**config.mk**
```make
export PLATFORM = sky130hd
export DESIGN_NAME = bsae_alu
export DESIGN_NICKNAME = d
export VERILOG_FILES = /design/src/rtl/bsae_pkg.sv /design/src/rtl/bsae_alu.sv
export SDC_FILE = /design/constraint.sdc
export NUM_CORES = 2
export LEC_CHECK = 0
export BUFFER_PORTS_ARGS = -buffer_cell sky130_fd_sc_hd__buf_2
export CAP_MARGIN = 0
export CELL_PAD_IN_SITES_DETAIL_PLACEMENT = 1
export CELL_PAD_IN_SITES_GLOBAL_PLACEMENT = 2
export CORE_MARGIN = 5
export CORE_UTILIZATION = 44
export CTS_BUF_LIST = sky130_fd_sc_hd__clkbuf_2
export CTS_CLUSTER_DIAMETER = 150
export DETAILED_ROUTE_END_ITERATION = 6
export GPL_TIMING_DRIVEN = 0
export PLACE_DENSITY = 0.86
export SLEW_MARGIN = 20
export SYNTH_ARGS = -nofsm -noshare
export SYNTH_HDL_FRONTEND = slang
export SYNTH_SLANG_ARGS = --single-unit
export TNS_END_PERCENT = 20
```
**constraint.sdc**
```tcl
create_clock -name clk_i -period 10.27 [get_ports clk_i]
set_input_delay 0.5135 -clock clk_i [delete_from_list [all_inputs] [get_ports clk_i]]
set_output_delay 0.5135 -clock clk_i [all_outputs]
set_load 0.02 [all_outputs]
```
**src/rtl/bsae_pkg.sv**
```systemverilog
// ============================================================================
// bsae_pkg: shared definitions for the bytecode stack arithmetic engine
// Opcode and status codes, and the request word to the arithmetic unit.
// ============================================================================
package bsae_pkg;

  // Instruction bytes
  localparam logic [7:0] OP_PUSH = 8'd0;
  localparam logic [7:0] OP_ADD  = 8'd1;
  localparam logic [7:0] OP_SUB  = 8'd2;
  localparam logic [7:0] OP_MUL  = 8'd3;
  localparam logic [7:0] OP_DIV  = 8'd4;
  localparam logic [7:0] OP_NEG  = 8'd5;
  localparam logic [7:0] OP_RET  = 8'd6;

  // Result status codes
  localparam logic [2:0] ST_EXEC  = 3'd0;
  localparam logic [2:0] ST_RET   = 3'd1;
  localparam logic [2:0] ST_BADOP = 3'd2;
  localparam logic [2:0] ST_UNF   = 3'd3;
  localparam logic [2:0] ST_OVF   = 3'd4;

  // Value width (Q format word)
  localparam int unsigned VAL_W = 32;

  // Arithmetic unit operations
  typedef enum logic [1:0] {
    ALU_ADD,
    ALU_SUB,
    ALU_MUL,
    ALU_DIV
  } alu_op_e;

  // Request from the sequencer to the arithmetic unit
  typedef struct packed {
    logic    start;
    alu_op_e op;
  } alu_req_t;

endpackage

```
**src/rtl/bsae_alu.sv**
```systemverilog
// ============================================================================
// bsae_alu: shared fixed-point arithmetic unit
// Saturating add/subtract, multiply with floor shift, and a one bit per
// cycle restoring divider. A start pulse latches operands; done pulses
// with the result.
// ============================================================================
module bsae_alu #(
  parameter int unsigned FRAC_BITS = 16
) (
  input  logic                                    clk_i,
  input  logic                                    rst_ni,
  input  bsae_pkg::alu_req_t                      req_i,
  input  logic signed [bsae_pkg::VAL_W-1:0]       a_i,
  input  logic signed [bsae_pkg::VAL_W-1:0]       b_i,
  output logic                                    done_o,
  output logic signed [bsae_pkg::VAL_W-1:0]       res_o
);

  localparam int unsigned W  = bsae_pkg::VAL_W;
  localparam int unsigned DW = W + FRAC_BITS;        // dividend / quotient width
  localparam int unsigned CW = $clog2(DW + 1);

  localparam logic [2:0] A_IDLE = 3'd0;
  localparam logic [2:0] A_EXEC = 3'd1;
  localparam logic [2:0] A_MSAT = 3'd2;
  localparam logic [2:0] A_DRUN = 3'd3;
  localparam logic [2:0] A_DFIN = 3'd4;

  localparam logic signed [W-1:0] VMAX = {1'b0, {(W-1){1'b1}}};
  localparam logic signed [W-1:0] VMIN = {1'b1, {(W-1){1'b0}}};
  localparam logic [DW-1:0] QPOS_LIM = DW'({1'b0, {(W-1){1'b1}}});
  localparam logic [DW-1:0] QNEG_LIM = DW'({1'b1, {(W-1){1'b0}}});

  logic [2:0]              st_q, st_d;
  logic                    done_q, done_d;
  bsae_pkg::alu_op_e       op_q;
  logic signed [W-1:0]     a_q, b_q;
  logic signed [2*W-1:0]   prod_q;
  logic [W-1:0]            rem_q;
  logic [DW-1:0]           quo_q;
  logic [W-1:0]            dvs_q;
  logic                    neg_q;
  logic [CW-1:0]           cnt_q;
  logic signed [W-1:0]     res_q;

  logic signed [W:0]       sum;
  logic signed [W-1:0]     sum_sat;
  logic signed [2*W-1:0]   prod_sh;
  logic signed [W-1:0]     prod_sat;
  logic [W-1:0]            abs_a, abs_b;
  logic [W:0]              shifted, diff;
  logic                    ge;
  logic signed [W-1:0]     quo_res;

  // Saturating add / subtract
  always_comb begin
    if (op_q == bsae_pkg::ALU_SUB) begin
      sum = {a_q[W-1], a_q} - {b_q[W-1], b_q};
    end else begin
      sum = {a_q[W-1], a_q} + {b_q[W-1], b_q};
    end
    if (sum[W] != sum[W-1]) begin
      sum_sat = sum[W] ? VMIN : VMAX;
    end else begin
      sum_sat = sum[W-1:0];
    end
  end

  // Floor shift of the product, then saturate
  always_comb begin
    prod_sh = prod_q >>> FRAC_BITS;
    if (prod_sh > (2*W)'(VMAX)) begin
      prod_sat = VMAX;
    end else if (prod_sh < (2*W)'(VMIN)) begin
      prod_sat = VMIN;
    end else begin
      prod_sat = prod_sh[W-1:0];
    end
  end

  // Operand magnitudes and one restoring division step
  assign abs_a   = a_q[W-1] ? W'(-a_q) : W'(a_q);
  assign abs_b   = b_q[W-1] ? W'(-b_q) : W'(b_q);
  assign shifted = {rem_q, quo_q[DW-1]};
  assign ge      = shifted >= {1'b0, dvs_q};
  assign diff    = shifted - {1'b0, dvs_q};

  // Quotient sign and saturation
  always_comb begin
    if (neg_q) begin
      quo_res = (quo_q > QNEG_LIM) ? VMIN : W'(-quo_q[W-1:0]);
    end else begin
      quo_res = (quo_q > QPOS_LIM) ? VMAX : quo_q[W-1:0];
    end
  end

  // Sequencer
  always_comb begin
    st_d   = st_q;
    done_d = 1'b0;
    unique case (st_q)
      A_IDLE: begin
        if (req_i.start) st_d = A_EXEC;
      end
      A_EXEC: begin
        unique case (op_q)
          bsae_pkg::ALU_MUL: st_d = A_MSAT;
          bsae_pkg::ALU_DIV: begin
            if (b_q == '0) begin
              st_d   = A_IDLE;
              done_d = 1'b1;
            end else begin
              st_d = A_DRUN;
            end
          end
          default: begin
            st_d   = A_IDLE;
            done_d = 1'b1;
          end
        endcase
      end
      A_MSAT: begin
        st_d   = A_IDLE;
        done_d = 1'b1;
      end
      A_DRUN: begin
        if (cnt_q == CW'(1)) st_d = A_DFIN;
      end
      A_DFIN: begin
        st_d   = A_IDLE;
        done_d = 1'b1;
      end
      default: st_d = A_IDLE;
    endcase
  end

  always_ff @(posedge clk_i or negedge rst_ni) begin
    if (!rst_ni) begin
      st_q   <= A_IDLE;
      done_q <= 1'b0;
    end else begin
      st_q   <= st_d;
      done_q <= done_d;
    end
  end

  // Datapath registers
  always_ff @(posedge clk_i) begin
    if (st_q == A_IDLE && req_i.start) begin
      op_q <= req_i.op;
      a_q  <= a_i;
      b_q  <= b_i;
    end
    case (st_q)
      A_EXEC: begin
        case (op_q)
          bsae_pkg::ALU_MUL: prod_q <= a_q * b_q;
          bsae_pkg::ALU_DIV: begin
            if (b_q == '0) begin
              if (a_q > 0)       res_q <= VMAX;
              else if (a_q < 0)  res_q <= VMIN;
              else               res_q <= '0;
            end
            rem_q <= '0;
            quo_q <= DW'(abs_a) << FRAC_BITS;
            dvs_q <= abs_b;
            neg_q <= a_q[W-1] ^ b_q[W-1];
            cnt_q <= CW'(DW);
          end
          default: res_q <= sum_sat;
        endcase
      end
      A_MSAT: res_q <= prod_sat;
      A_DRUN: begin
        rem_q <= ge ? diff[W-1:0] : shifted[W-1:0];
        quo_q <= {quo_q[DW-2:0], ge};
        cnt_q <= cnt_q - CW'(1);
      end
      A_DFIN: res_q <= quo_res;
      default: ;
    endcase
  end

  assign done_o = done_q;
  assign res_o  = res_q;

endmodule

```
==> qor.yml <==
clk_pin_slew_worst_paths_ps: 190
status: "completed"
place.gp.congestion: 0.994
drc: 0
maxSlewViolCount: 0
netlist_area_sq_um: 51800
setup-violations-final: 0
rsz0062_at_grt: "true"
fin_crit_sh_pct: 99.1
core-area_sq_um: 117000
avgRoutedWirePerCell_um: 28.7
critPathArrivalTime_ps: 11050
multi_input_area_sq_um: 38400
postRouteAntennaNets: 0
synth_edf_count: 265
final_common_cell: "inv_1"
cts_buffers: 73
grt_max_degree: 45
cts_tree: "yes"
syn_nets: 6816
path_class: "reg2reg"
synthArstFlopShare_pct: 1.49
nFillCells: 13400
rr_worst_depth: 26
cpPeakStageDelay_ps: 760
crit_family: "adder cells"
holdCritPathClass: "in2reg"
io_pins: 102
cp_common_cell: "fa_1"
dieArea_sq_um: 125000
synth_seq_cells: 269
seq_area_sq_um: 8060
clockBufferDepth: 3
dr_total_vias: 41600
final_cell_mix: "inv_1 (1105), fa_1 (1080), nand2_1 (629)"
finalNetCount: 7118
hold_violations: 0
fmax_mhz: 98.3
dpl.hpwl_um: 170000
initial_core_util_pct: 44.4
std_cell_rows: 125
finalWirelength_um: 210000
yosysSeqAreaShare_pct: 15.6
area_growth_pct: 8.89
die_w_um: 353
grtUsageTotal_pct: 33.9
cp_max_fo: 10
clkSinkCount: 269
endpoint_kind: "flop"
grt_antenna_before_repair: 35
fp.dieH_um: 353
critPathBufInv: 5
clock_latency_ps: 1200
hold_depth: 2
grt_overflow: 0
cts-root-buf: "clkbuf_2"
synth.distinct_cells: 74
avgSynthCellArea_sq_um: 9.56
timing.slew.headroom_pct: 11.6
synth_cells: 5414
drv_cap: 0
htreeDepth: 3
routed_via_density: 5.68
ys_warn_count: 0
drt_first_pass_iters: 6
cp-start-kind: "flop"
drt_iter0_drc: 3692
grt_first_pass_wirelength_um: 308000
finalCriticalPeriod_ps: 10170
synth_ff_type: "edfxtp_1"
whs_ps: 44.3
worst_pin_slew_ps: 1330
portBuffers: 101
finClkSkew_ps: 126
critPathRequiredTime_ps: 11150
cp_slowest_cell: "clkbuf_1"
post_route_cells_drive_above_1_share_pct: 5.89
crit_cells: 26
grt_pass1_vias: 45700
timing repair:
action	in CTS	in global routing
buffers inserted	1	6
gates cloned	0	0
resized for setup	15	76
endpoints found under the hold margin	88	0
setup endpoints to repair	19	21
hold buffers	105	0
metrics by stage:
step | util, % | cell area (sq um) | TNS [ps] | setup slack, ps | std cells
2_1_floorplan | - | 51800 | 0 | 1780 | 5414
5_1_grt | 48.4 | 56400 | -32.0 | -17.0 | 7304
3_5_place_dp | 46.7 | 54400 | -7930 | -979 | 7054
3_3_place_gp | 46.5 | 54200 | -10760 | -845 | 7039
4_1_cts | 48.3 | 56200 | 0 | 22.6 | 7290
6_report | 48.4 | 56400 | 0 | 96.5 | 7316
kinds of logic after synthesis:
group,after synthesis,share of synthesized area [%]
buffers and inverters,1418,10.3
and+or+nand+nor,1638,15.7
AOI/OAI and AO/OA,526,6.56
DFF,269,15.6
xor gates and xnor gates,206,3.48
adders and majority gates,1333,47.9
muxes,24,0.464
cell usage after synthesis, types with 5 or more instances:
library cell	number	area, sq um
o22ai_1	44	275
o31a_1	5	43.8
o21bai_1	15	113
a21o_1	59	443
a211oi_1	11	82.6
nand3_1	42	210
and2_1	533	3330
nand2b_1	34	213
o31ai_1	24	180
or3_1	19	119
nor4_1	16	100
o21ai_0	133	666
nor3_1	42	210
nor2b_1	21	131
nand4_1	21	131
nor2_1	211	792
o211ai_1	10	75.1
and3_1	19	119
xnor2_1	112	981
ha_1	250	3130
nand3b_1	5	37.5
a211o_1	11	96.3
a31oi_1	19	119
a21boi_0	9	67.6
edfxtp_1	265	7960
o21ai_1	6	30.0
nand2_1	630	2360
xor2_1	94	823
inv_1	1107	4160
a21oi_1	110	551
a221oi_1	6	52.6
a2111oi_0	5	43.8
clkbuf_1	275	1030
fa_1	1083	21700
o21a_1	16	120
or4_1	9	67.6
mux2i_1	24	240
or2_2	15	93.8
buf_1	27	101
nor3b_1	6	45.0
o41ai_1	7	61.3
final cells by class:
cell class                 count  share of cell area, %
antenna                       21                 0.0932
buffer                       307                   2.22
multi-input combinational   3727                   68.2
tap                         1524                   3.38
clock buffer                  94                  0.834
sequential                   269                   14.3
clock inverter                36                  0.455
inverter                    1109                   7.39
timing repair buffer         229                   3.18
worst register-to-register path: stages (launching register included):
cell      delay [ps]
edfxtp_1         490
clkbuf_1         720
clkbuf_1         770
nand2_1          220
fa_1             570
fa_1             550
fa_1             520
fa_1             520
inv_1             60
fa_1             620
fa_1             520
fa_1             560
inv_1             60
fa_1             540
inv_1             50
ha_1             360
a21o_1           200
a21oi_1          160
o21ai_0          110
a21oi_1          250
a21oi_1          120
a211oi_2         690
a31o_2           400
o21a_1           230
o31ai_1          150
a221oi_1         370
xnor2_1          100
worst paths after layout:
check / from / to / slack [ps]
worst max register to register: a_q[18] / prod_q[59] / 100
worst min register to register: quo_q[33] / quo_q[34] / 540
worst min-delay path: a_i[13] / a_q[13] / 40
min in group asynchronous: rst_ni / st_q[0] / 220
max in group asynchronous: rst_ni / done_o / 9820
worst max-delay path: a_q[18] / prod_q[59] / 100
sequential cells by signal, indices dropped and copies added (netlist names):
register  count
st_q          3
neg_q         1
op_q          2
a_q          32
done_o        1
rem_q        32
quo_q        48
b_q          32
dvs_q        32
prod_q       48
cnt_q         6
res_o        32
layer usage:
layer	vias to the layer above	track usage, %	part of all wire (%)
li1	17100	-	-
met5	-	0	0.031
met2	2145	53.9	45
met3	574	6.82	9.0
met1	21700	43.7	39
met4	10	18.9	7.0
Power is not shown: default switching activity piles up to over one toggle a cycle in this logic, so the estimate is an artifact.
